**config.mk**
```make
export PLATFORM = sky130hd
export DESIGN_NAME = ghr_out_skid
export DESIGN_NICKNAME = d
export VERILOG_FILES = /design/src/rtl/ghr_pkg.sv /design/src/rtl/ghr_out_skid.sv
export SDC_FILE = /design/constraint.sdc
export NUM_CORES = 1
export LEC_CHECK = 0
export CORE_MARGIN = 3
export CORE_UTILIZATION = 59
export CTS_BUF_LIST = sky130_fd_sc_hd__clkbuf_4
export DETAILED_ROUTE_END_ITERATION = 7
export DONT_BUFFER_PORTS = 1
export PLACE_DENSITY = 0.78
export SLEW_MARGIN = 20
export SYNTH_ARGS = -nofsm -noshare
export SYNTH_HDL_FRONTEND = slang
export SYNTH_SLANG_ARGS = --single-unit
```
**constraint.sdc**
```tcl
create_clock -name i_clk -period 5.76 [get_ports i_clk]
set_clock_uncertainty 0.1 [all_clocks]
set_input_delay 1.44 -clock i_clk [delete_from_list [all_inputs] [get_ports i_clk]]
set_output_delay 1.44 -clock i_clk [all_outputs]
set_load 0.005 [all_outputs]
```
**src/rtl/ghr_pkg.sv**
```systemverilog
// Shared types, constants and the arctangent table for goal_heading_and_reach.
// Used by every module in rtl/; depends on nothing else.
package ghr_pkg;

    localparam int CORDIC_STAGES_DEF = 16;
    localparam int SQRT_STEPS        = 32;
    localparam int XY_W              = 36;
    localparam int Z_W               = 35;
    localparam int CFG_IDX_W         = 3;

    localparam logic signed [Z_W-1:0] PI_Q30   = 35'sd3373259426;
    localparam logic signed [Z_W-1:0] HEAD_MAX = 35'sd25736;

    typedef enum logic [CFG_IDX_W-1:0] {
        REG_ROT_00   = 3'd0,
        REG_ROT_01   = 3'd1,
        REG_ROT_02   = 3'd2,
        REG_ROT_20   = 3'd3,
        REG_ROT_21   = 3'd4,
        REG_ROT_22   = 3'd5,
        REG_REACH    = 3'd6
    } t_reg_idx;

    typedef struct packed {
        logic signed [31:0] goal_x;
        logic signed [31:0] goal_y;
        logic signed [31:0] goal_z;
        logic signed [31:0] pos_x;
        logic signed [31:0] pos_y;
        logic signed [31:0] pos_z;
    } t_in_item;

    typedef struct packed {
        logic [31:0]        distance;
        logic signed [15:0] heading_angle;
        logic               reached;
    } t_out_item;

    typedef struct packed {
        logic signed [15:0] r00;
        logic signed [15:0] r01;
        logic signed [15:0] r02;
        logic signed [15:0] r20;
        logic signed [15:0] r21;
        logic signed [15:0] r22;
    } t_rot;

    // Data handed from cell to cell: square root remainder and root, and the
    // CORDIC vector with its angle accumulator.
    typedef struct packed {
        logic [63:0]           rem;
        logic [63:0]           root;
        logic signed [XY_W-1:0] x;
        logic signed [XY_W-1:0] y;
        logic signed [Z_W-1:0]  z;
        logic                  zero;
    } t_cell_data;

    // atan(2^-i) in Q2.30, truncated.
    function automatic logic signed [Z_W-1:0] atan_q30(input int idx);
        logic signed [Z_W-1:0] v;
        case (idx)
            0:  v = 35'sd843314856;
            1:  v = 35'sd497837829;
            2:  v = 35'sd263043836;
            3:  v = 35'sd133525158;
            4:  v = 35'sd67021686;
            5:  v = 35'sd33543515;
            6:  v = 35'sd16775850;
            7:  v = 35'sd8388437;
            8:  v = 35'sd4194282;
            9:  v = 35'sd2097149;
            10: v = 35'sd1048575;
            11: v = 35'sd524287;
            12: v = 35'sd262143;
            13: v = 35'sd131071;
            14: v = 35'sd65535;
            15: v = 35'sd32767;
            16: v = 35'sd16383;
            17: v = 35'sd8191;
            18: v = 35'sd4095;
            19: v = 35'sd2047;
            20: v = 35'sd1023;
            21: v = 35'sd511;
            22: v = 35'sd255;
            23: v = 35'sd127;
            24: v = 35'sd63;
            25: v = 35'sd31;
            26: v = 35'sd15;
            27: v = 35'sd7;
            28: v = 35'sd3;
            29: v = 35'sd1;
            default: v = 35'sd0;
        endcase
        return v;
    endfunction

endpackage

```
**src/rtl/ghr_out_skid.sv**
```systemverilog
// Two-entry output buffer that decouples the chain from the receiver.
// Depends on ghr_pkg.
module ghr_out_skid (
    input  logic                i_clk,
    input  logic                i_rst_n,
    input  logic                i_push,
    input  ghr_pkg::t_out_item  i_data,
    output logic                o_space,
    output logic                o_valid,
    input  logic                i_ready,
    output ghr_pkg::t_out_item  o_data
);

    logic [1:0]         r_cnt;
    ghr_pkg::t_out_item r_q0, r_q1;
    logic               pop;

    assign o_valid = (r_cnt != 2'd0);
    assign pop     = o_valid && i_ready;
    // A push is allowed when an entry is free or one leaves in the same cycle.
    assign o_space = (r_cnt != 2'd2) || i_ready;
    assign o_data  = r_q0;

    always_ff @(posedge i_clk) begin
        if (!i_rst_n) begin
            r_cnt <= 2'd0;
        end else begin
            case ({i_push, pop})
                2'b10: begin
                    r_cnt <= r_cnt + 2'd1;
                    if (r_cnt == 2'd0) begin
                        r_q0 <= i_data;
                    end else begin
                        r_q1 <= i_data;
                    end
                end
                2'b01: begin
                    r_cnt <= r_cnt - 2'd1;
                    r_q0  <= r_q1;
                end
                2'b11: begin
                    if (r_cnt == 2'd1) begin
                        r_q0 <= i_data;
                    end else begin
                        r_q0 <= r_q1;
                        r_q1 <= i_data;
                    end
                end
                default: begin
                    r_cnt <= r_cnt;
                end
            endcase
        end
    end

endmodule

```
Word-level counts from Yosys, hierarchy flattened
Cells that the tools add are included.
{"block": "op_classes", "addsub": 2, "eq_ne": 8, "muxes": 7, "n_reduce_logical": 9}
{"cell": "$mux 49", "n": 4}
{"cell": "$pmux 49 s3", "n": 1}
{"cell": "$pmux 49 s2", "n": 1}
{"cell": "$ne 2x2->1 const B", "n": 4}
{"cell": "$reduce_bool 2->1", "n": 3}
{"cell": "$eq 2x1->1 const B", "n": 2}
{"cell": "$eq 2x2->1 const B", "n": 2}
{"cell": "$pmux 2 s2", "n": 1}
{"cell": "$reduce_and 4->1", "n": 1}
{"cell": "$reduce_and 3->1", "n": 1}
{"cell": "$reduce_bool 3->1", "n": 1}
{"cell": "$add 2x1->2 const B", "n": 1}
{"cell": "$logic_not 2->1", "n": 1}
{"cell": "$sub 2x1->2 const B", "n": 1}
{"cell": "$logic_and 1x1->1", "n": 1}
{"cell": "$logic_or 1x1->1", "n": 1}
{"block": "word_totals", "register_bits": 100, "output_inout_bits": 51}

Depth between registers and ports, before layout
{"block": "depth", "word_depth": 5, "mapped_depth": 10, "ltp_nobuf": 7}

Worst setup path after synthesis
OpenSTA, ideal clock, no wires.
{"block": "synth_path", "path_kind": "input to register", "from": "in i_ready", "to": "reg r_q0 (netlist bit o_data[0]), enable pin", "setup_ns": 0.531, "t_arrival_ns": 5.299, "required_ns": 5.129, "path_slack_ns": -0.170, "stages": 3, "cell_sequence": "nor2b_1 -> inv_1 -> a21boi_0"}
{"block": "synth_between", "elab_chain_cells": 4, "elab_cells_between_ends": 7}
{"item": "start: declaration", "line": "ghr_out_skid.sv:10", "rtl": "input logic i_ready,"}
{"item": "$logic_and 1x1->1 *", "line": "ghr_out_skid.sv:19", "rtl": "assign pop = o_valid && i_ready;"}
{"item": "$eq 2x2->1 / $eq 2x1->1 (equally long branches)", "line": "ghr_out_skid.sv:28", "rtl": "case ({i_push, pop})"}
{"item": "$ne 2x2->1 (no source line) / $reduce_bool 3->1 (equally long branches)"}
{"item": "$reduce_and 3->1 (no source line) *"}
{"item": "end signal: assignment", "line": "ghr_out_skid.sv:32", "rtl": "r_q0 <= i_data;"}
{"item": "end signal: assignment", "line": "ghr_out_skid.sv:39", "rtl": "r_q0 <= r_q1;"}
{"item": "end signal: assignment", "line": "ghr_out_skid.sv:43", "rtl": "r_q0 <= i_data;"}
{"item": "end: declaration", "line": "ghr_out_skid.sv:15", "rtl": "ghr_pkg::t_out_item r_q0, r_q1;"}
Mark *: on every way between the ends. The rest lies on a longest branch, timed or not.
A chain may end at the register's enable or synchronous reset.

Worst setup path after layout
{"block": "layout_path", "from": "in i_ready", "to": "reg r_q1[22] (netlist bit), enable pin"}
{"block": "layout_between", "elab_chain_cells": 4, "elab_cells_between_ends": 7}
{"item": "$logic_and 1x1->1 *", "line": "ghr_out_skid.sv:19"}
{"item": "$eq 2x2->1", "line": "ghr_out_skid.sv:28"}
{"item": "$ne 2x2->1 (no source line) / $reduce_bool 2->1 (equally long branches)"}
{"item": "$reduce_and 4->1 (no source line) *"}
{"item": "end signal: assignment", "line": "ghr_out_skid.sv:34", "rtl": "r_q1 <= i_data;"}
{"item": "end signal: assignment", "line": "ghr_out_skid.sv:46", "rtl": "r_q1 <= i_data;"}
{"item": "end: declaration", "line": "ghr_out_skid.sv:15"}
Marked as above.

==> out/metrics.cfg <==
[cts]
numCtsBuffers=9
cts_tree=built
clock_latency_ns=0.44
cts_hold_buf=0
clockBufferDepth=2
cts_root_buf=clkbuf_4
cts-htree-levels=3
cts_resized=0
postCtsSetupBuffers=0
clk_pin_slew_ns=0.14
clock_sinks=100

[critical_path]
critPathTopFamily=compound AO/OA/AOI/OAI gates
crit_path_max_fanout=33
slowest_stage=o211a_2
ff2ff_setup_slack_ns=2.48
path_class=in2reg
ff2ff_path_depth=8
reg2reg_from=r_cnt[0]
cp_data_required_time_ns=5.80
critPathMostFrequentCell=buf_4
crit_arrival_ns=3.67
start_kind=input port
max_stage_delay_ns=0.80
worstSetupEndpointType=flip-flop
critical_path_buf_inv_count=2
reg2reg_to=r_q1[22]
crit_chain=nor2b_1 > ha_2 > buf_4 > a22oi_1 > o211a_2 > buf_4

[route]
wire_per_inst_um=20.2
drt-initial-drc-count=160
drc=0
drt_wl_total_um=9070
vias=2710
via_per_inst=6.05
first_pass_iters=5
postRouteAntennaNets=0

[cells_and_area]
final_area_um2=5000
final_util=0.638
n_antenna_cell=0
layout_commonest_cell=nand2_1
syn_to_final_growth_pct=3.31
final_layout_size_suffix_gt1_frac=0.214
nets=402
layout_common_cells=nand2_1 (100), edfxtp_1 (98), a22oi_1 (50), mux2_4 (40)

[power_and_ir_drop]
combinationalPowerShare=0.242
clkPwrFrac=0.219
p_sw_uw=524
power_density_nw_per_um2=369
swShare=0.284
peakVddDrop_v=0.000293
cellLeakagePower_nw=1.90
sequentialPowerShare=0.539
cellInternalPower_mw=1.32

[synth]
netlist_area_um2=4840
synth_cell_types=22
synth_fp_nets=408
yosysWarnings=0
async_flop_share=0
synth-seq-area-share=0.616
syn_area_per_cell_um2=14.0
synth_cells=347
synth_edf_count=98
synth_ff_type=edfxtp_1
ys_seq_elements=100

[global_route]
grt-ovfl-total=0
antenna_found_initial=0
grt_max_degree=52
grt_pass1_vias=2679
grt_usage=0.195
grt_pass1_wl_um=14400

[sta]
slew_headroom=0.400
min_period_over_period=0.629
fmax_mhz=276
rsz0062_at_grt=false
hold_viol_final=0
max_slew.worst_pin.slew_ns=0.900
min_period_ns=3.62
finalSetupViolCount=0
final.setup.tns_ns=0
slew_violations=0

[die]
coreArea_um2=7850
start_util=0.617
ioPinCount=104
die_h_um=96.6
dieArea_um2=9330
die_w_um=96.6
rows=32

[placed_design]
globalplace.congestion=0.732
io_buffers=0
place_area_um2=4820
place_hpwl_um=5860

[worst_hold_path]
hp-class=reg2reg
hold-path-endpoint=r_cnt[0]
min_delay_path_depth=2
worstHoldStart=r_cnt[0]

[status]
status=complete, no violations

[run]
max_cap_violations=0

## worst max-delay path by stage
stage / startpoint / cells past startpoint / endpoint / slack, ns
after CTS: i_ready / 6 / r_q1[14] / 2.10
after global routing: i_ready / 6 / r_q1[25] / 1.97
final: i_ready / 6 / r_q1[22] / 2.14
after detailed placement: i_ready / 6 / r_q1[32] / 1.62
after global placement: i_ready / 6 / r_q1[44] / 1.70
after floorplan: i_ready / 3 / o_data[0] / 1.16
## power by group through the flow
stage	sequential (mW)	combinational (mW)	clock, mW
3_3_place_gp	1.01	0.422	0
2_1_floorplan	1.00	0.401	0
4_1_cts	0.996	0.440	0.411
3_5_place_dp	1.01	0.439	0
6_report	0.994	0.447	0.404
5_1_grt	1.00	0.491	0.444
## sequential cells by signal, indices dropped and copies added, names as in the netlist
signal	cells
o_data	49
r_cnt	2
r_q1	49
## cells in the mapped netlist, drive strengths merged, types with 2 or more instances
cell type / count / share of area
a21boi: 2 / 0.0031
a22oi: 50 / 0.077
buf: 20 / 0.041
clkbuf: 3 / 0.0023
dfxtp: 2 / 0.0083
edfxtp: 98 / 0.61
ha: 8 / 0.021
inv: 6 / 0.0046
mux2: 49 / 0.14
nand2: 100 / 0.077
nand2b: 2 / 0.0026
## worst register-to-register path, stage by stage (launching register included)
cell and delay, ns:
dfxtp_1 0.36, inv_1 0.11, ha_1 0.24, nor2b_1 0.12
ha_2 0.33, buf_4 0.33, a22oi_1 0.21, o211a_2 0.80
buf_4 0.39
## logic make-up after synthesis
group / Yosys count / synth area share
adder cells (fa/ha/maj): 8 / 0.0207
buffers and inverters: 29 / 0.0475
XOR/XNOR: 1 / 0.00181
flip-flops: 100 / 0.616
multiplexers: 49 / 0.145
AND/OR/NAND/NOR: 105 / 0.0847
AO/OA/AOI/OAI: 55 / 0.0847
## area by class of cell
cell class              count  area, um^2
inverters                   6        22.5
clock inverters             7        88.8
clock buffers               9        67.6
repair buffers              6        65.1
well taps                 102         128
flip-flops and latches    100        2980
multi-input cells         218        1650
fillers                   591        2840
## routing by layer
| layer | global-route usage | vias to the layer above | part of all wire |
|---|---|---|---|
| li1 | - | 1264 | - |
| met1 | 0.240 | 1354 | 0.40 |
| met2 | 0.322 | 81 | 0.52 |
| met3 | 0.0721 | 11 | 0.071 |
| met4 | 0.0583 | 0 | 0.014 |
| met5 | 0 | - | 0 |
## stage by stage
stage                     setup WS (ns)  hold WS (ns)  cells  total power [mW]
after floorplan                    1.16         0.385    347              1.40
after detailed placement           1.62         0.446    431              1.45
final                              2.14         0.462    448              1.85
after global placement             1.70         0.403    431              1.43
after global routing               1.97         0.492    448              1.94
after CTS                          2.10         0.463    447              1.85
Power figures use the tool's default switching activity.
