[src/rtl/ghr_pkg.sv]
// Shared types, constants and the arctangent table for goal_heading_and_reach.
// Used by every module in rtl/; depends on nothing else.
package ghr_pkg;

    localparam int CORDIC_STAGES_DEF = 16;
    localparam int SQRT_STEPS        = 32;
    localparam int XY_W              = 36;
    localparam int Z_W               = 35;
    localparam int CFG_IDX_W         = 3;

    localparam logic signed [Z_W-1:0] PI_Q30   = 35'sd3373259426;
    localparam logic signed [Z_W-1:0] HEAD_MAX = 35'sd25736;

    typedef enum logic [CFG_IDX_W-1:0] {
        REG_ROT_00   = 3'd0,
        REG_ROT_01   = 3'd1,
        REG_ROT_02   = 3'd2,
        REG_ROT_20   = 3'd3,
        REG_ROT_21   = 3'd4,
        REG_ROT_22   = 3'd5,
        REG_REACH    = 3'd6
    } t_reg_idx;

    typedef struct packed {
        logic signed [31:0] goal_x;
        logic signed [31:0] goal_y;
        logic signed [31:0] goal_z;
        logic signed [31:0] pos_x;
        logic signed [31:0] pos_y;
        logic signed [31:0] pos_z;
    } t_in_item;

    typedef struct packed {
        logic [31:0]        distance;
        logic signed [15:0] heading_angle;
        logic               reached;
    } t_out_item;

    typedef struct packed {
        logic signed [15:0] r00;
        logic signed [15:0] r01;
        logic signed [15:0] r02;
        logic signed [15:0] r20;
        logic signed [15:0] r21;
        logic signed [15:0] r22;
    } t_rot;

    // Data handed from cell to cell: square root remainder and root, and the
    // CORDIC vector with its angle accumulator.
    typedef struct packed {
        logic [63:0]           rem;
        logic [63:0]           root;
        logic signed [XY_W-1:0] x;
        logic signed [XY_W-1:0] y;
        logic signed [Z_W-1:0]  z;
        logic                  zero;
    } t_cell_data;

    // atan(2^-i) in Q2.30, truncated.
    function automatic logic signed [Z_W-1:0] atan_q30(input int idx);
        logic signed [Z_W-1:0] v;
        case (idx)
            0:  v = 35'sd843314856;
            1:  v = 35'sd497837829;
            2:  v = 35'sd263043836;
            3:  v = 35'sd133525158;
            4:  v = 35'sd67021686;
            5:  v = 35'sd33543515;
            6:  v = 35'sd16775850;
            7:  v = 35'sd8388437;
            8:  v = 35'sd4194282;
            9:  v = 35'sd2097149;
            10: v = 35'sd1048575;
            11: v = 35'sd524287;
            12: v = 35'sd262143;
            13: v = 35'sd131071;
            14: v = 35'sd65535;
            15: v = 35'sd32767;
            16: v = 35'sd16383;
            17: v = 35'sd8191;
            18: v = 35'sd4095;
            19: v = 35'sd2047;
            20: v = 35'sd1023;
            21: v = 35'sd511;
            22: v = 35'sd255;
            23: v = 35'sd127;
            24: v = 35'sd63;
            25: v = 35'sd31;
            26: v = 35'sd15;
            27: v = 35'sd7;
            28: v = 35'sd3;
            29: v = 35'sd1;
            default: v = 35'sd0;
        endcase
        return v;
    endfunction

endpackage

[src/rtl/ghr_cell.sv]
// One cell of the chain: one square root step and, in the first cells, one
// CORDIC vectoring step. Depends on ghr_pkg.
module ghr_cell #(
    parameter int IDX           = 0,
    parameter int CORDIC_STAGES = ghr_pkg::CORDIC_STAGES_DEF
) (
    input  logic                 i_clk,
    input  logic                 i_rst_n,
    input  logic                 i_en,
    input  logic                 i_valid,
    input  ghr_pkg::t_cell_data  i_data,
    output logic                 o_valid,
    output ghr_pkg::t_cell_data  o_data
);

    localparam logic [63:0] SQ_BIT = 64'd1 << (62 - 2 * IDX);
    localparam logic signed [ghr_pkg::Z_W-1:0] ATAN = ghr_pkg::atan_q30(IDX);
    localparam bit ROT_ON = (IDX < CORDIC_STAGES);

    logic                r_valid;
    ghr_pkg::t_cell_data r_data;
    ghr_pkg::t_cell_data n_data;

    logic [63:0] trial;
    logic signed [ghr_pkg::XY_W-1:0] xs, ys;

    assign trial = i_data.root + SQ_BIT;
    assign xs    = i_data.x >>> IDX;
    assign ys    = i_data.y >>> IDX;

    always_comb begin
        n_data = i_data;
        if (i_data.rem >= trial) begin
            n_data.rem  = i_data.rem - trial;
            n_data.root = (i_data.root >> 1) + SQ_BIT;
        end else begin
            n_data.root = i_data.root >> 1;
        end
        if (ROT_ON) begin
            if (i_data.y > 0) begin
                n_data.x = i_data.x + ys;
                n_data.y = i_data.y - xs;
                n_data.z = i_data.z + ATAN;
            end else begin
                n_data.x = i_data.x - ys;
                n_data.y = i_data.y + xs;
                n_data.z = i_data.z - ATAN;
            end
        end
    end

    always_ff @(posedge i_clk) begin
        if (!i_rst_n) begin
            r_valid <= 1'b0;
        end else if (i_en) begin
            r_valid <= i_valid;
        end
    end

    always_ff @(posedge i_clk) begin
        if (i_en) begin
            r_data <= n_data;
        end
    end

    assign o_valid = r_valid;
    assign o_data  = r_data;

endmodule

[config.mk]
export PLATFORM = sky130hd
export DESIGN_NAME = ghr_cell
export DESIGN_NICKNAME = d
export VERILOG_FILES = /design/src/rtl/ghr_pkg.sv /design/src/rtl/ghr_cell.sv
export SDC_FILE = /design/constraint.sdc
export NUM_CORES = 1
export LEC_CHECK = 0
export ABC_AREA = 1
export BUFFER_PORTS_ARGS = -buffer_cell sky130_fd_sc_hd__buf_2
export CORE_MARGIN = 2
export CORE_UTILIZATION = 30
export CTS_CLUSTER_SIZE = 20
export DETAILED_ROUTE_END_ITERATION = 8
export PLACE_DENSITY = 0.5
export SLEW_MARGIN = 20
export SYNTH_ARGS = -nofsm -noshare
export SYNTH_HDL_FRONTEND = slang
export SYNTH_SLANG_ARGS = --single-unit
[constraint.sdc]
create_clock -name i_clk -period 4.5 [get_ports i_clk]
set_input_delay 0.9 -clock i_clk [delete_from_list [all_inputs] [get_ports i_clk]]
set_output_delay 0.9 -clock i_clk [all_outputs]
set_load 0.1 [all_outputs]
== Word level (Yosys, flattened, before mapping) ==
Index checks and enable logic that the tools add are counted.
Storage, ports and cells
  latch bits: 0
  memories: 0
  word-level logic and storage cells: 21
  register bits after elaboration: 237
  memory bits (read-only): 0
  output and inout port bits: 237
  memory bits (writable): 0
Cells by class
  multiply operators: 0
  reduce and logical (&&, ||, !) cells: 0
  add/subtract/negate cells: 8
  equality and inequality tests: 0
  div/mod/pow operators: 0
  $lt $le $gt $ge: 2
  multiplexer cells: 3
  shifts and indexed selects: 0
  bitwise operators: 0
Operators by type and width (count)
  107-bit 2-to-1 mux: 1
  36-bit subtractor: 2
  63-bit by 63-bit adder with 64-bit output, second input constant: 1
  64-bit by 63-bit adder with 64-bit output, second input constant: 1
  64-bit >= comparator: 1
  64-bit 2-to-1 mux: 1
  64-bit subtractor: 1
  63-bit 2-to-1 mux: 1
  36-bit adder: 1
  36-bit by 1-bit > comparator with 1-bit output, second input constant: 1
  35-bit by 31-bit adder with 35-bit output, second input constant: 1
  35-bit by 31-bit subtractor with 35-bit output, second input constant: 1

== Longest topological paths before layout ==
  depth after elaboration: 3
  gate-level depth with buffers: 19
  depth with buffers taken out: 17

== Worst setup path after synthesis ==
OpenSTA, ideal clock, no wires.
  kind: input-to-reg
  start point: in i_data[37] (netlist bit)
  end point: reg r_data, in the netlist o_data[34] (data pin)
  slack: 0.595 ns
  library setup time: 0.252 ns
  data required time: 4.248 ns
  stages: 17
  data arrival time: 3.652 ns
  cells stage by stage: inv_1 nand3_1 nor3_1 nand4_1 nand2_1 inv_1 buf_2 clkbuf_1 fa_1 o21ai_1 a21boi_0 o21bai_1 nand2_1 nand2_1 nand2_1 nand3_1 nand2_1
RTL lines
  start, declared: line ghr_cell.sv:11  | input ghr_pkg::t_cell_data i_data,
  end signal, assigned: line ghr_cell.sv:62  | r_data <= n_data;
  end, declared: line ghr_cell.sv:21  | ghr_pkg::t_cell_data r_data;

==> reports/qor.csv <==
stage,metric,value,unit
status,status,completed,
cts,insertion_delay,0.61,ns
grt,grt_use_total,24.37,%
sta,hold_violations,0,
power,ir_worst_vdd,0.3470,mV
placed_design,dp.cells,5124,
sta,slew_violations,0,
grt,use_met1,32.51,%
placed_design,hpwl,87.70,mm
logic_synthesis,avgSynthCellArea,6.482,um2
final_layout,diodes,0,
placed_design,port-buffer-count,476,
sta,tightest_slew,0.8361,ns
cts,cts_root_buf,clkbuf_16,
sta,max_slew_margin,43.67,%
sta,fin_tns_setup,0,ns
setup_path,startpoint_type,input port,
grt,globalRouteOverflowTotal,0,
setup_path,critPathArrivalTime,4.05,ns
grt,grt_antenna_before_repair,8,
cts,cts_buffers,31,
route,first_pass_iters,6,
floorplan,die_area,0.08076,mm2
setup_path,regToRegSetupSlack,3.86,ns
min_path,hold_end,o_data[0],
min_path,hold_path_class,input port to flip-flop,
sta,period_needed,3.693,ns
final_layout,nets,4561,
sta,period_share,82.07,%
run,cap_violations,0,
cts,post_cts_buffers,0,
logic_synthesis,postSynth.asyncResetShare,0,%
grt,grt_pass1_wl,148.9,mm
route,drt_drc_violations_left,0,
grt,grt_pass1_vias,23720,
grt,grt_max_degree,84,
sta,max_freq,270.8,MHz
setup_path,worstReg2RegEnd,o_valid,
logic_synthesis,yosysUniqueCellTypes,43,
setup_path,reg2reg_from,o_valid,
floorplan,die_h,284.2,um
route,drtAntennaViolNets,0,
floorplan,die_w,284.2,um
setup_path,endpoint_kind,flip-flop,
setup_path,reg2reg_depth,2,
logic_synthesis,synth_seq_cells,236,
cts,clk_path_buf_depth,3,
final_layout,syn_to_final_growth,19.81,%
power,power,10.56,mW
cts,ctsHoldBuffers,0,
route,drtIter0Drc,1713,
grt,grt_busiest_layer,met2,
placed_design,gp_congestion,1.007,
setup_path,critPathMaxFanout,10,
logic_synthesis,ys_seq_area_share,30.05,%
cts,cts.sinks,236,
cts,tritoncts,built,
cts,post_cts_resized,0,
power,power_density,374.4,mW/mm2
floorplan,io_pins,477,
grt,grt_util_met3,3.146,%
min_path,min_path_cells,1,
sta,rsz0062_at_grt,false,
logic_synthesis,synth-edff-count,235,
setup_path,cp.required,4.85,ns
min_path,worstHoldStart,i_data[0],
route,viasPerCell,4.742,
sta,setup-violations-final,0,
floorplan,rows,102,
grt,gr-usage-met2,41.20,%
power,p_leak,15.14,nW
final_layout,drive_above_1_share,14.66,%
cts,htreeDepth,1,
logic_synthesis,netlist_area,0.02355,mm2
logic_synthesis,synthesis.nets,4077,
final_layout,finalNonFillerCells,5181,
logic_synthesis,ys.flop_type,edfxtp_1,
floorplan,initial_utilization,30.35,%
route,routed_wl,102.2,mm
route,vias,24570,
logic_synthesis,postSynthCellCount,3633,
setup_path,critical_path_class,input port to flip-flop,
route,post_drt_wl_per_cell,19.72,um
sta,finClkSkew,0,ns
cts,clkTransAtPathRegs,0.06,ns
logic_synthesis,yosysWarnings,0,
floorplan,core-area,0.07759,mm2
-- stage by stage --
stage,util [%],worst slack [ns],hold slack (ns),cell area (um2)
6_report,36.36,0.8068,0.4599,28210
5_1_grt,36.36,0.6499,0.4323,28210
4_1_cts,36.36,0.9351,0.4076,28210
3_5_place_dp,35.06,0.2701,0.5373,27200
3_3_place_gp,35.06,0.2719,0.5292,27200
2_1_floorplan,-,0.5954,0.9863,23550
-- Yosys cell counts, types with 2 or more instances --
cell type,instances,area (um2)
buf_6,2,22.52
o21ai_1,7,35.03
nor2_1,302,1134
xnor2_1,9,78.83
and3_1,2,12.51
or2_2,3,18.77
nor3_1,25,125.1
nand3_1,248,1241
clkinv_1,2,7.510
nor3_2,3,30.03
o21a_1,5,37.54
nand2_4,3,33.78
a31oi_1,2,12.51
nand2_2,10,62.56
buf_8,2,30.03
a21boi_0,4,30.03
o21bai_1,15,112.6
a21oi_2,2,17.52
nor2_2,6,37.54
nor4_1,9,56.30
nand3_2,11,110.1
clkbuf_1,11,41.29
buf_2,29,145.1
ha_1,199,2490
inv_1,657,2466
inv_2,11,41.29
a21oi_1,218,1091
buf_4,8,60.06
buf_1,2,7.510
nand2_1,1281,4808
and2_1,5,31.28
nor2_4,2,22.52
edfxtp_1,235,7057
xor2_1,90,788.3
a21o_1,12,90.09
o21ai_0,144,720.7
o211ai_1,3,22.52
fa_1,5,100.1
nand4_1,45,281.5
-- cells by family after synthesis --
group | count (synthesis) | synth area share (%)
compound gates | 413 | 9.250
simple gates | 1955 | 33.99
xor+xnor | 99 | 3.682
flops | 236 | 30.05
fa+ha+maj | 204 | 11.00
buf+inv | 726 | 12.03
-- area by class of cell --
cell class              count  area [um2]
flip-flops and latches    236        7077
clock buffers              37       798.3
well taps                1040        1301
clock inverters            20       214.0
fillers                  8725       49380
multi-input cells        2671       13650
inverters                 671        2521
repair buffers            506        2655
-- worst max-delay path, cell delays in order --
cell and delay, ns:
buf_2 0.13, inv_1 0.16, nand3_1 0.21, nor3_1 0.23, nand4_1 0.33, nand2_4 0.27, inv_2 0.12, buf_4 0.20
ha_1 0.41, nand2_1 0.11, nor2_1 0.14, nand2_1 0.07, o21ai_0 0.42, nand4_1 0.15, nand2_1 0.11, xor2_1 0.06
-- where the power goes --
part | switching, mW | internal, mW | total (mW)
clock | 1.06 | 1.45 | 2.51
sequential | 0.108 | 2.80 | 2.91
combinational | 4.13 | 1.01 | 5.14
total | 5.30 | 5.26 | 10.6
-- worst max path at each step --
stage	from	to	slack, ns	cells past startpoint
final	i_data[37]	o_data[33]	0.81	16
after global placement	i_data[37]	o_data[34]	0.27	16
after detailed placement	i_data[37]	o_data[34]	0.27	16
after CTS	i_data[37]	o_data[34]	0.94	16
after global routing	i_data[37]	o_data[33]	0.65	16
after floorplan	i_data[37]	o_data[34]	0.60	17
-- per-layer routing --
metal / vias to the layer above / wire length, um
li1: 12440 / -
met1: 11180 / 45820
met2: 800 / 47380
met3: 139 / 5929
met4: 10 / 2971
met5: - / 59
-- sequential cells by signal (all words and copies together) (netlist names) --
name     flops
o_data     235
o_valid      1
-- cell usage in the layout, fill, tap and decap left out, types with 3 or more instances in the layout --
cell type and n:
inv_6 4, o21a_1 5, and2_1 5, nand3_2 11, clkinv_4 3, o21ai_1 7
nand3_1 248, nand2_1 1280, buf_12 3, fa_1 5, or2_2 3, nor4_1 9
xnor2_1 9, nand4_1 45, buf_2 475, a21boi_0 4, nor2_1 302, nor3_1 25
edfxtp_1 235, xor2_1 90, bufinv_16 3, o21ai_0 144, o21bai_1 15, nor2_2 6
clkbuf_16 31, nor3_2 3, ha_1 199, inv_2 12, clkinv_1 6, nand2_2 10
inv_1 656, nand2_4 4, o211ai_1 3, buf_4 27, clkbuf_1 6, a21oi_1 218
a21o_1 12
Power figures use the tool's default switching activity.
